--- src/hw/rtl/pal_pkg.sv ---
// Shared types and constants for the positional array list.
// Used by pal_ctrl, pal_datapath and positional_array_list.
`default_nettype none

package pal_pkg;

	localparam int OP_W    = 3;
	localparam int VALUE_W = 32;

	typedef enum logic [OP_W-1:0] {
		OP_INSERT = 3'd0,
		OP_DELETE = 3'd1,
		OP_GET    = 3'd2,
		OP_LOCATE = 3'd3,
		OP_CLEAR  = 3'd4
	} pal_op_t;

	// where the scan index starts
	typedef enum logic [1:0] {
		IDX_ZERO = 2'd0,
		IDX_POS  = 2'd1,
		IDX_TOP  = 2'd2
	} pal_idx_sel_t;

	// write address / data source
	typedef enum logic [1:0] {
		WR_UP  = 2'd0,
		WR_DN  = 2'd1,
		WR_NEW = 2'd2
	} pal_wr_sel_t;

	typedef struct packed {
		logic         latch;
		logic         idx_load;
		pal_idx_sel_t idx_sel;
		logic         rd_en;
		logic         dn;
		logic         wr_en;
		pal_wr_sel_t  wr_sel;
		logic         cap_val;
		logic         cap_found;
		logic         cnt_inc;
		logic         cnt_dec;
		logic         cnt_clr;
		logic         res_load;
		logic         res_ok;
	} pal_cmd_t;

	typedef struct packed {
		logic pos_ok;
		logic ins_ok;
		logic ins_at_end;
		logic cnt_zero;
		logic scan_at_pos;
		logic scan_at_top;
		logic rd_vld;
		logic rd_at_pos;
		logic match;
	} pal_sts_t;

endpackage

`default_nettype wire

--- src/hw/rtl/pal_datapath.sv ---
// Datapath of the positional array list: element memory, count, scan index,
// result registers. Sequenced by pal_ctrl; depends on pal_pkg.
`default_nettype none

module pal_datapath #(
	parameter int CAPACITY     = 64,
	parameter int ELEMENT_BITS = 32,
	parameter int POS_W        = 7
) (
	input  logic                                 clk,
	input  logic                                 arst_n,
	input  logic [POS_W-1:0]                     position,
	input  logic signed [pal_pkg::VALUE_W-1:0]   value,
	input  pal_pkg::pal_cmd_t                    cmd,
	output pal_pkg::pal_sts_t                    sts,
	output logic                                 done,
	output logic                                 ok,
	output logic signed [pal_pkg::VALUE_W-1:0]   value_out,
	output logic [POS_W-1:0]                     found_position,
	output logic [POS_W-1:0]                     length,
	output logic                                 empty_res
);
	import pal_pkg::*;

	localparam int ADDR_W = (CAPACITY > 1) ? $clog2(CAPACITY) : 1;

	logic [ELEMENT_BITS-1:0]        mem [CAPACITY];
	logic [POS_W-1:0]               pos_q;
	logic [ELEMENT_BITS-1:0]        word_q;
	logic [POS_W-1:0]               count_q;
	logic [ADDR_W-1:0]              idx_q;
	logic [ADDR_W-1:0]              rd_addr_q;
	logic                           rd_vld_q;
	logic [ELEMENT_BITS-1:0]        rd_data_q;
	logic signed [ELEMENT_BITS-1:0] val_q;
	logic [POS_W-1:0]               found_q;
	logic                           done_q;
	logic                           ok_q;
	logic signed [VALUE_W-1:0]      value_out_q;
	logic [POS_W-1:0]               found_out_q;
	logic [POS_W-1:0]               length_q;
	logic                           empty_q;

	logic [ADDR_W-1:0]       pos_idx;
	logic [ADDR_W-1:0]       top_idx;
	logic [ADDR_W-1:0]       wr_addr;
	logic [ELEMENT_BITS-1:0] wr_data;
	logic [POS_W:0]          count_p1;

	assign pos_idx  = ADDR_W'(pos_q - POS_W'(1));
	assign top_idx  = ADDR_W'(count_q - POS_W'(1));
	assign count_p1 = {1'b0, count_q} + (POS_W+1)'(1);

	assign sts.pos_ok      = (pos_q != '0) && (pos_q <= count_q);
	assign sts.ins_ok      = (pos_q != '0) && ({1'b0, pos_q} <= count_p1)
	                         && (count_q != POS_W'(CAPACITY));
	assign sts.ins_at_end  = ({1'b0, pos_q} == count_p1);
	assign sts.cnt_zero    = (count_q == '0);
	assign sts.scan_at_pos = (idx_q == pos_idx);
	assign sts.scan_at_top = (idx_q == top_idx);
	assign sts.rd_vld      = rd_vld_q;
	assign sts.rd_at_pos   = (rd_addr_q == pos_idx);
	assign sts.match       = (rd_data_q == word_q);

	always_comb begin
		wr_addr = rd_addr_q;
		wr_data = rd_data_q;
		unique case (cmd.wr_sel)
			WR_UP: begin
				wr_addr = rd_addr_q + ADDR_W'(1);
			end
			WR_DN: begin
				wr_addr = rd_addr_q - ADDR_W'(1);
			end
			WR_NEW: begin
				wr_addr = pos_idx;
				wr_data = word_q;
			end
			default: begin
				wr_addr = rd_addr_q;
			end
		endcase
	end

	// element store: one write and one registered read per cycle
	always_ff @(posedge clk) begin
		if (cmd.wr_en) begin
			mem[wr_addr] <= wr_data;
		end
		if (cmd.rd_en) begin
			rd_data_q <= mem[idx_q];
		end
	end

	// request and scan payload
	always_ff @(posedge clk) begin
		if (cmd.latch) begin
			pos_q  <= position;
			word_q <= ELEMENT_BITS'(value);
			val_q  <= '0;
			found_q <= '0;
		end else begin
			if (cmd.cap_val) begin
				val_q <= rd_data_q;
			end
			if (cmd.cap_found) begin
				found_q <= POS_W'(rd_addr_q) + POS_W'(1);
			end
		end
		if (cmd.idx_load) begin
			unique case (cmd.idx_sel)
				IDX_ZERO: idx_q <= '0;
				IDX_POS:  idx_q <= pos_idx;
				IDX_TOP:  idx_q <= top_idx;
				default:  idx_q <= '0;
			endcase
		end else if (cmd.rd_en) begin
			idx_q <= cmd.dn ? idx_q - ADDR_W'(1) : idx_q + ADDR_W'(1);
		end
		if (cmd.rd_en) begin
			rd_addr_q <= idx_q;
		end
		if (cmd.res_load) begin
			ok_q        <= cmd.res_ok;
			value_out_q <= VALUE_W'(val_q);
			found_out_q <= found_q;
			length_q    <= count_q;
			empty_q     <= (count_q == '0);
		end
	end

	always_ff @(posedge clk or negedge arst_n) begin
		if (!arst_n) begin
			count_q  <= '0;
			rd_vld_q <= 1'b0;
			done_q   <= 1'b0;
		end else begin
			rd_vld_q <= cmd.rd_en;
			done_q   <= cmd.res_load;
			if (cmd.cnt_clr) begin
				count_q <= '0;
			end else if (cmd.cnt_inc) begin
				count_q <= count_q + POS_W'(1);
			end else if (cmd.cnt_dec) begin
				count_q <= count_q - POS_W'(1);
			end
		end
	end

	assign done           = done_q;
	assign ok             = ok_q;
	assign value_out      = value_out_q;
	assign found_position = found_out_q;
	assign length         = length_q;
	assign empty_res      = empty_q;

	a_count_step: assert property (@(posedge clk) disable iff (!arst_n)
		(count_q == $past(count_q)) || (count_q == $past(count_q) + POS_W'(1))
		|| (count_q == $past(count_q) - POS_W'(1)) || (count_q == '0))
		else $error("count moved by more than one");

	a_wr_in_list: assert property (@(posedge clk) disable iff (!arst_n)
		cmd.wr_en |-> (POS_W'(wr_addr) <= count_q))
		else $error("write beyond list tail");

	a_len_matches: assert property (@(posedge clk) disable iff (!arst_n)
		done_q |-> (length_q == count_q))
		else $error("reported length differs from count");

endmodule

`default_nettype wire

--- src/hw/rtl/pal_ctrl.sv ---
// Controller of the positional array list: decodes a request and steps the
// datapath through check, scan, shift and response. Depends on pal_pkg.
`default_nettype none

module pal_ctrl (
	input  logic                          clk,
	input  logic                          arst_n,
	input  logic                          start,
	input  logic [pal_pkg::OP_W-1:0]      operation,
	input  pal_pkg::pal_sts_t             sts,
	output pal_pkg::pal_cmd_t             cmd,
	output logic                          busy
);
	import pal_pkg::*;

	typedef enum logic [2:0] {
		S_IDLE,
		S_DECODE,
		S_SCAN,
		S_DRAIN,
		S_WRITE_NEW,
		S_RESP
	} state_t;

	state_t            state_q, state_d;
	logic [OP_W-1:0]   op_q;
	logic              ok_q, ok_d;
	logic              busy_q;

	// handle the read that came back this cycle
	function automatic pal_cmd_t take_read(input pal_cmd_t c, input logic [OP_W-1:0] op,
	                                       input pal_sts_t s);
		pal_cmd_t r;
		r = c;
		case (op)
			OP_INSERT: begin
				r.wr_en  = s.rd_vld;
				r.wr_sel = WR_UP;
			end
			OP_DELETE: begin
				r.cap_val = s.rd_vld && s.rd_at_pos;
				r.wr_en   = s.rd_vld && !s.rd_at_pos;
				r.wr_sel  = WR_DN;
			end
			OP_GET: begin
				r.cap_val = s.rd_vld;
			end
			OP_LOCATE: begin
				r.cap_found = s.rd_vld && s.match;
			end
			default: begin
				r.wr_en = 1'b0;
			end
		endcase
		return r;
	endfunction

	always_comb begin
		state_d = state_q;
		ok_d    = ok_q;
		cmd     = '0;
		unique case (state_q)
			S_IDLE: begin
				if (start) begin
					cmd.latch = 1'b1;
					state_d   = S_DECODE;
				end
			end
			S_DECODE: begin
				state_d = S_RESP;
				case (op_q)
					OP_INSERT: begin
						ok_d = sts.ins_ok;
						if (sts.ins_ok) begin
							if (sts.ins_at_end) begin
								state_d = S_WRITE_NEW;
							end else begin
								cmd.idx_load = 1'b1;
								cmd.idx_sel  = IDX_TOP;
								state_d      = S_SCAN;
							end
						end
					end
					OP_DELETE, OP_GET: begin
						ok_d = sts.pos_ok;
						if (sts.pos_ok) begin
							cmd.idx_load = 1'b1;
							cmd.idx_sel  = IDX_POS;
							state_d      = S_SCAN;
						end
					end
					OP_LOCATE: begin
						ok_d = 1'b1;
						if (!sts.cnt_zero) begin
							cmd.idx_load = 1'b1;
							cmd.idx_sel  = IDX_ZERO;
							state_d      = S_SCAN;
						end
					end
					OP_CLEAR: begin
						ok_d        = 1'b1;
						cmd.cnt_clr = 1'b1;
					end
					default: begin
						ok_d = 1'b0;
					end
				endcase
			end
			S_SCAN: begin
				cmd.rd_en = 1'b1;
				cmd.dn    = (op_q == OP_INSERT);
				cmd       = take_read(cmd, op_q, sts);
				// insert and get stop at the request position, delete at the tail, locate at the first match or the tail
				if (op_q == OP_LOCATE && sts.rd_vld && sts.match) begin
					state_d = S_RESP;
				end else if (((op_q == OP_INSERT) || (op_q == OP_GET)) ?
						sts.scan_at_pos : sts.scan_at_top) begin
					state_d = S_DRAIN;
				end
			end
			S_DRAIN: begin
				cmd     = take_read(cmd, op_q, sts);
				state_d = S_RESP;
				if (op_q == OP_INSERT) begin
					state_d = S_WRITE_NEW;
				end else if (op_q == OP_DELETE) begin
					cmd.cnt_dec = 1'b1;
				end
			end
			S_WRITE_NEW: begin
				cmd.wr_en   = 1'b1;
				cmd.wr_sel  = WR_NEW;
				cmd.cnt_inc = 1'b1;
				state_d     = S_RESP;
			end
			S_RESP: begin
				cmd.res_load = 1'b1;
				cmd.res_ok   = ok_q;
				state_d      = S_IDLE;
			end
			default: begin
				state_d = S_IDLE;
			end
		endcase
	end

	always_ff @(posedge clk or negedge arst_n) begin
		if (!arst_n) begin
			state_q <= S_IDLE;
			busy_q  <= 1'b0;
			ok_q    <= 1'b0;
			op_q    <= '0;
		end else begin
			state_q <= state_d;
			busy_q  <= (state_d != S_IDLE);
			ok_q    <= ok_d;
			if (cmd.latch) begin
				op_q <= operation;
			end
		end
	end

	assign busy = busy_q;

	a_resp_frees: assert property (@(posedge clk) disable iff (!arst_n)
		cmd.res_load |=> !busy_q)
		else $error("still busy after response");

	a_idle_quiet: assert property (@(posedge clk) disable iff (!arst_n)
		!busy_q |-> (!cmd.wr_en && !cmd.rd_en && !cmd.cnt_inc && !cmd.cnt_dec))
		else $error("datapath activity while idle");

	a_busy_on_start: assert property (@(posedge clk) disable iff (!arst_n)
		$rose(busy_q) |-> $past(start))
		else $error("busy without an accepted request");

endmodule

`default_nettype wire

--- src/hw/rtl/positional_array_list.sv ---
// Positional array list, top level: ties pal_ctrl to pal_datapath.
// Depends on pal_pkg, pal_ctrl, pal_datapath.
`default_nettype none

// An ordered list of up to CAPACITY signed words held in a single-port-write,
// single-port-read memory, plus an element count. A request beat is taken on
// a clock edge with start high and busy low; busy then stays high until the
// response is registered. Exactly one result beat follows each request: done
// is high for one cycle with ok, value_out, found_position, length and
// empty_res valid, and the receiver cannot stall it, so capture it then.
// A new request may be issued in the same cycle that done shows.
// A request steps through decode, a scan that reads N entries through the
// memory read port, one per cycle, a drain step, a write of the new entry
// for an insert, and the response. Get reads 1, insert and delete read
// count - position + 1, locate reads up to one past the first match (all
// entries on a miss). Clear, an insert at the tail and any rejected request
// (bad position, full list, unknown code) skip the scan and the drain step.
// Shifting on insert and delete moves one entry per cycle, so the memory read
// port bounds the rate. Entries are never cleared: only entries below the
// count are ever read.

module positional_array_list #(
	parameter int CAPACITY     = 64,
	parameter int ELEMENT_BITS = 32,
	localparam int POS_W       = $clog2(CAPACITY + 1)
) (
	input  logic                                 clk,
	input  logic                                 arst_n,
	input  logic                                 start,
	output logic                                 busy,
	input  logic [pal_pkg::OP_W-1:0]             operation,
	input  logic [POS_W-1:0]                     position,
	input  logic signed [pal_pkg::VALUE_W-1:0]   value,
	output logic                                 done,
	output logic                                 ok,
	output logic signed [pal_pkg::VALUE_W-1:0]   value_out,
	output logic [POS_W-1:0]                     found_position,
	output logic [POS_W-1:0]                     length,
	output logic                                 empty_res
);
	import pal_pkg::*;

	// command and status between the sequencer and the datapath
	pal_cmd_t cmd;
	pal_sts_t sts;

	pal_ctrl u_ctrl (
		.clk       (clk),
		.arst_n    (arst_n),
		.start     (start),
		.operation (operation),
		.sts       (sts),
		.cmd       (cmd),
		.busy      (busy)
	);

	pal_datapath #(
		.CAPACITY     (CAPACITY),
		.ELEMENT_BITS (ELEMENT_BITS),
		.POS_W        (POS_W)
	) u_datapath (
		.clk            (clk),
		.arst_n         (arst_n),
		.position       (position),
		.value          (value),
		.cmd            (cmd),
		.sts            (sts),
		.done           (done),
		.ok             (ok),
		.value_out      (value_out),
		.found_position (found_position),
		.length         (length),
		.empty_res      (empty_res)
	);

endmodule

`default_nettype wire

--- config.mk ---
export PLATFORM = sky130hd
export DESIGN_NAME = positional_array_list
export DESIGN_NICKNAME = d
export VERILOG_FILES = /design/src/hw/rtl/pal_pkg.sv /design/src/hw/rtl/pal_datapath.sv /design/src/hw/rtl/pal_ctrl.sv /design/src/hw/rtl/positional_array_list.sv
export SDC_FILE = /design/constraint.sdc
export NUM_CORES = 2
export LEC_CHECK = 0
export BUFFER_PORTS_ARGS = -buffer_cell sky130_fd_sc_hd__buf_2
export CORE_MARGIN = 2
export CORE_UTILIZATION = 39
export CTS_BUF_LIST = sky130_fd_sc_hd__clkbuf_8
export DETAILED_ROUTE_END_ITERATION = 10
export PLACE_DENSITY_LB_ADDON = 0.1
export SYNTH_ARGS = -nofsm -noshare
export SYNTH_HDL_FRONTEND = slang
export SYNTH_SLANG_ARGS = --single-unit
--- constraint.sdc ---
create_clock -name clk -period 7.4 [get_ports clk]
set_input_delay 1.11 -clock clk [delete_from_list [all_inputs] [get_ports clk]]
set_output_delay 1.11 -clock clk [all_outputs]
set_load 0.1 [all_outputs]
== Word level (Yosys, flattened, before mapping) ==
Memories as Yosys holds them, arrays and structs flattened. A register that Yosys moved wholly into a read port is not among the register bits.
Cells that the tools add are included.

* Register bits: 155
* Bits in latches: 0
* Memory bits (writable): 2048
* Bits in read-only memories: 0
* Bits of input ports: 45
* Output and inout port bits: 50
* Word-level logic and storage cells: 115
* Memories: 1

{| class="wikitable"
|+ Memory list
! name !! words !! bits a word !! rd ports !! clocked after Yosys merged registers in !! write ports !! RTL line !! RTL
|-
| u_datapath.mem || 64 || 32 || 1 || 1 || 1 || pal_datapath.sv:27 || <nowiki>logic [ELEMENT_BITS-1:0] mem [CAPACITY];</nowiki>
|}

* $add $sub $neg: 9
* Multipliers: 0
* Divide/modulo/power cells: 0
* Order comparisons: 2
* Equality and inequality tests: 19
* Shifts and indexed selects: 0
* Mux-type cells: 45
* Bitwise gates (word level): 0
* Reduce and logical (&&, ||, !) cells: 21

{| class="wikitable"
|+ Operators with widths
! operator !! number
|-
| $mux W3 || 12
|-
| $eq A32 B32 Y1 || 1
|-
| $mux W32 || 1
|-
| $mux W7 || 3
|-
| $eq A6 B6 Y1 || 3
|-
| $mux W6 || 3
|-
| $pmux W3 S3 || 2
|-
| $pmux W6 S3 || 1
|-
| $sub A6 B1 Y6 const B || 3
|-
| $pmux W3 S5 || 1
|-
| $mux W1 || 14
|-
| $add A6 B1 Y6 const B || 2
|-
| $eq A3 B2 Y1 const B || 4
|-
| $pmux W6 S2 || 1
|-
| $eq A3 B3 Y1 const B || 3
|-
| $add A7 B1 Y8 const B || 1
|-
| $eq A7 B8 Y1 || 1
|-
| $le A7 B8 Y1 || 1
|-
| $logic_and A1 B1 Y1 || 8
|-
| $add A6 B1 Y7 const B || 1
|-
| $add A7 B1 Y7 const B || 1
|-
| $le A7 B7 Y1 || 1
|-
| $logic_not A7 Y1 || 1
|-
| $ne A7 B7 Y1 const B || 1
|-
| 16 further kinds || 26
|}

== Longest topological paths before layout ==
* Depth in word-level cells: 10
* Depth in mapped cells: 18
* Gate-level depth less buffers: 17

== Cells and area by module ==
From an unflattened synthesis, not the netlist that was laid out.

* Cell total of the unflattened synthesis: 4039
* Area total of the unflattened synthesis: 86817.0 um^2

{| class="wikitable"
|+ Modules (own cells, without submodules)
! module !! times used !! cells each !! area each (um^2) !! sequential area each (um^2)
|-
| pal_datapath || 1 || 3961 || 86132.6 || 66438.7
|-
| pal_ctrl || 1 || 78 || 684.4 || 200.2
|}

== Worst setup path after synthesis ==
No wires, ideal clock.

* Path kind: register to register
* Start point: register u_ctrl.state_q[0]
* End point: register u_datapath.ok_q, in the netlist u_datapath.ok, data pin
* Setup time: 0.157 ns
* Data arrival time: 4.650 ns
* Required time: 7.243 ns
* Slack: 2.593 ns
* Cell stages (with the launch flop): 5
* Path buffers: 1
* Period minus slack after synthesis: 4.807 ns
* Path through: dfrtp_1 > clkbuf_1 > inv_1 > nor3b_1 > and2_1

* Word-level cells in the longest chain between the ends: 1

{| class="wikitable"
|+ Ends and longest elaborated chain
! element !! RTL line !! RTL
|-
| start: declaration || pal_ctrl.sv:25 || <nowiki>state_t state_q, state_d;</nowiki>
|-
| start signal: assignment || pal_ctrl.sv:154 || <nowiki>state_q <= state_d;</nowiki>
|-
| $eq A3 B3 Y1 || pal_ctrl.sv:62 || <nowiki>unique case (state_q)</nowiki>
|-
| end signal: assignment || pal_datapath.sv:124 || <nowiki>ok_q <= cmd.res_ok;</nowiki>
|-
| end: declaration || pal_datapath.sv:38 || <nowiki>logic ok_q;</nowiki>
|}

Every way passes these cells.
A chain may end at the register's enable or synchronous reset.

== Final worst setup path ==
* Start point: register u_ctrl.state_q[2]
* End point: memory u_datapath.mem[20][8] (enable)

* Word-level cells in the longest chain between the ends: 5
* Elaborated cells on any way between the ends: 11
* Those cells by class: 5 x eq/ne; 4 x mux; 2 x reduce/logical

{| class="wikitable"
|+ Ends and longest elaborated chain
! element !! RTL line !! RTL
|-
| $eq A3 B2 Y1 || pal_ctrl.sv:62 ||
|-
| $reduce_or A2 Y1 (no line) || -- ||
|-
| $pmux W3 S2 * || pal_ctrl.sv:62 ||
|-
| $eq A2 B2 Y1, or another cell as far along || pal_datapath.sv:68 || <nowiki>unique case (cmd.wr_sel)</nowiki>
|-
| $pmux W6 S3 / $mux W1 (equally long branches) || pal_datapath.sv:68, pal_datapath.sv:88 ||
|-
| end: declaration || pal_datapath.sv:27 ||
|}

Mark *: on every way between the ends. The rest lies on a longest branch, timed or not.

==> metrics.csv <==
metric,value,unit
outcome,"finished, final reports clean",
Crit path required time,8020,ps
DR vias,42040,
synth warn,0,
asr flop ratio synth,0.7606,%
"commonest non-fill, non-tap cells in the layout","edfxtp_1 (2,179), mux4_2 (658), clkbuf_8 (409)",
Buf/Inv on CP,1,
largest net degree at the start of global routing,102,
vias in the first global route,41960,
Hold Crit Start,value[22],
DRC Markers,0,
endpoints failing setup,0,
CP Capture Type,register,
die footprint,225300,sq um
Synth Area in Simple Gates,2.279,%
MaxCap Viol Count,0,
post-route ant nets,0,
Worst setup startpoint,u_ctrl.state_q[2]$_DFF_PN0_,
die height,474.7,microns
"setup slack, reg-to-reg",1740,ps
static leakage,31.12,nW
"Seq/Total Area, Yosys",77.12,%
crit path kind,register to register,
Initial DRT Pass Iterations,6,
Rel. slew slack,16.42,%
period utilization,76.51,%
Worst path slowest cell,nor2_4,
Critical Path Most Common Cell,nor2b_1,
Synth Area per Inst,22.66,sq um
Hold Path End,u_datapath.word_q[22]$_DFFE_PP_,
Post-CTS Setup Bufs,0,
placed instance area,91460,sq um
"Distinct cells, synth",61,
Starting Density,39.29,%
Fin Setup TNS,0,ps
die width,474.7,microns
grt total ovfl,0,
Post-Synth XOR/XNOR Area,0.7486,%
Mapped Nets,3888,
routed wire length,259000,microns
number of synthesized flops with an enable pin,2179,
Routability Congestion,0.8615,
CP Launch Type,register,
main combinational cell family by area after synthesis,multiplexers,
Clock Latency Late Sink,1080,ps
Post-Synth Adder-Cell Area,0.4518,%
initial drt markers,4661,
maximum vdd drop,0.3273,mV
r2r startpoint,u_ctrl.state_q[2]$_DFF_PN0_,
Pwr Density,384.9,nW/um^2
wire length per cell,34.56,microns
Fin. Hold Viols,0,
worst slew pin tran,1251,ps
Slew Limit Fails,0,
Avg Vias per Cell,5.608,
Total GRT Usage,23.05,%
Clock Skews,86.10,ps
pre-CTS setup slack,1799,ps
HP Class,input port to register,
clock buffer depth,4,
initial antenna violation count,23,
critical path peak fanout,32,
arrival time at the worst endpoint,6280,ps
"commonest non-fill, non-tap cell in the layout",edfxtp_1,
#FFs+latches synth,2235,
FP Rows,172,
filler cell count,18730,
clock-pin transition on the worst setup and hold timing paths,60,ps
Sink Count,2235,
worst stage delay on the critical path,1080,ps
hpwl dp,161700,microns
I/O Pins,95,
Mapped Area,86410,sq um
Final Net Count,4294,
hold_buf cts,1,
Core ar.,219900,sq um
RSZ-0062 raised after global routing,no,
fmax,176.6,MHz
WHS Path Cells,1,
compound-gate portion of the synthesized area,0.9644,%
Cells after Synth,3813,
post-route cell area,98490,sq um
first-pass GRT wire length,354600,microns
TritonCTS clock tree,done,
Port Buffers,94,
worst r2r dst,u_datapath.mem[20][8]$_DFFE_PP_,
area grow syn2layout,13.98,%
post-cts sizing count,0,
Final Critical Period,5661,ps
setup slack after layout,1739,ps
final core occ,44.78,%
share of layout cells above drive strength 1,31.69,%
TritonCTS buffer count,393,
ys flop type,edfxtp_1,
CP top delay family,simple AND/OR/NAND/NOR gates,
H-tree depth,5,
mux cell area share after synthesis,17.37,%
CP cell instances,nand2b_1 -> nor3_2 -> inv_1 -> fa_1 -> nor2b_1 -> o21ai_0 -> nor3b_1 -> o31ai_1 -> nor2b_1 -> nand2_1 -> nor2_4,
Worst Reg-to-Reg Cells,11,
clock tree root driver cell,clkbuf_8,
## layer usage
| metal | global-route usage (%) | wire, microns |
|---|---|---|
| met5 | 0 | 0 |
| met4 | 7.453 | 8294 |
| met3 | 3.501 | 14370 |
| met2 | 36.28 | 123200 |
| met1 | 33.10 | 113200 |
## where the power goes
group          leakage [nW]  switching [mW]  internal, mW  total, mW
clock                  4.11            5.02          5.33       10.4
combinational          6.83            7.79          3.65       11.4
sequential             20.2           0.345          15.8       16.1
## worst max-delay path by stage
stage / to / slack [ps] / cells past startpoint
6_report: u_datapath.mem[20][8]$_DFFE_PP_ / 1740 / 11
5_1_grt: u_datapath.mem[22][14]$_DFFE_PP_ / 1430 / 11
4_1_cts: u_datapath.mem[23][19]$_DFFE_PP_ / 1790 / 11
3_5_place_dp: u_datapath.mem[16][6]$_DFFE_PP_ / 1800 / 11
3_3_place_gp: u_datapath.mem[19][15]$_DFFE_PP_ / 1840 / 11
2_1_floorplan: u_datapath.ok$_SDFFCE_PN0P_ / 2590 / 4
## logic make-up after synthesis
family | count (synthesis)
DFF | 2235
buffers and inverters | 221
and+or+nand+nor | 446
xor gates and xnor gates | 69
AOI/OAI and AO/OA | 136
muxes | 676
adders and majority gates | 30
## area by class of cell
class / instances / area [sq um] / share of cell area, %
flip-flops and latches: 2235 / 66640 / 67.66
repair buffers: 201 / 1426 / 1.448
diodes: 13 / 32.53 / 0.03303
well taps: 2958 / 3701 / 3.758
multi-input cells: 1357 / 19580 / 19.88
clock buffers: 409 / 5629 / 5.715
inverters: 31 / 123.9 / 0.1258
clock inverters: 292 / 1355 / 1.376
## stage by stage
stage	total power [mW]	hold slack, ps	cells
detailed placement	28.02	418.3	6781
finish	37.91	213.6	7496
CTS	38.39	95.51	7483
floorplan	22.58	407.6	3813
global placement	27.98	421.0	6781
global route	39.21	133.2	7489
## flip-flops by register name, summed over array words and instances (netlist names), 7 cells and up
| register | cells |
|---|---|
| u_datapath.mem | 2048 |
| u_datapath.rd_data_q | 32 |
| u_datapath.val_q | 32 |
| u_datapath.value_out | 32 |
| u_datapath.word_q | 32 |
| u_datapath.count_q | 7 |
| u_datapath.found_position | 7 |
| u_datapath.found_q | 7 |
| u_datapath.length | 7 |
| u_datapath.pos_q | 7 |
## worst register-to-register path, cell delays in order, from the launching register on
cell	delay (ps)
dfrtp_1	460
nand2b_1	380
nor3_2	650
inv_1	160
fa_1	440
nor2b_1	140
o21ai_0	110
nor3b_1	160
o31ai_1	790
nor2b_1	270
nand2_1	600
nor2_4	1100
## cells in the mapped netlist (17+ instances only)
cell type	n	share of area, %
edfxtp_1	2179	76
mux4_2	658	17
nand2_1	232	1.0
clkbuf_1	105	0.46
nor2_1	97	0.42
buf_2	56	0.32
xnor2_1	55	0.56
o21ai_0	49	0.28
dfxtp_1	39	0.90
inv_1	29	0.13
ha_1	28	0.41
buf_1	23	0.10
nand3_1	22	0.13
a21oi_1	21	0.12
a211oi_1	18	0.16
nand4_1	18	0.13
nor2b_1	18	0.13
dfrtp_1	17	0.49
Power figures use the tool's default switching activity.
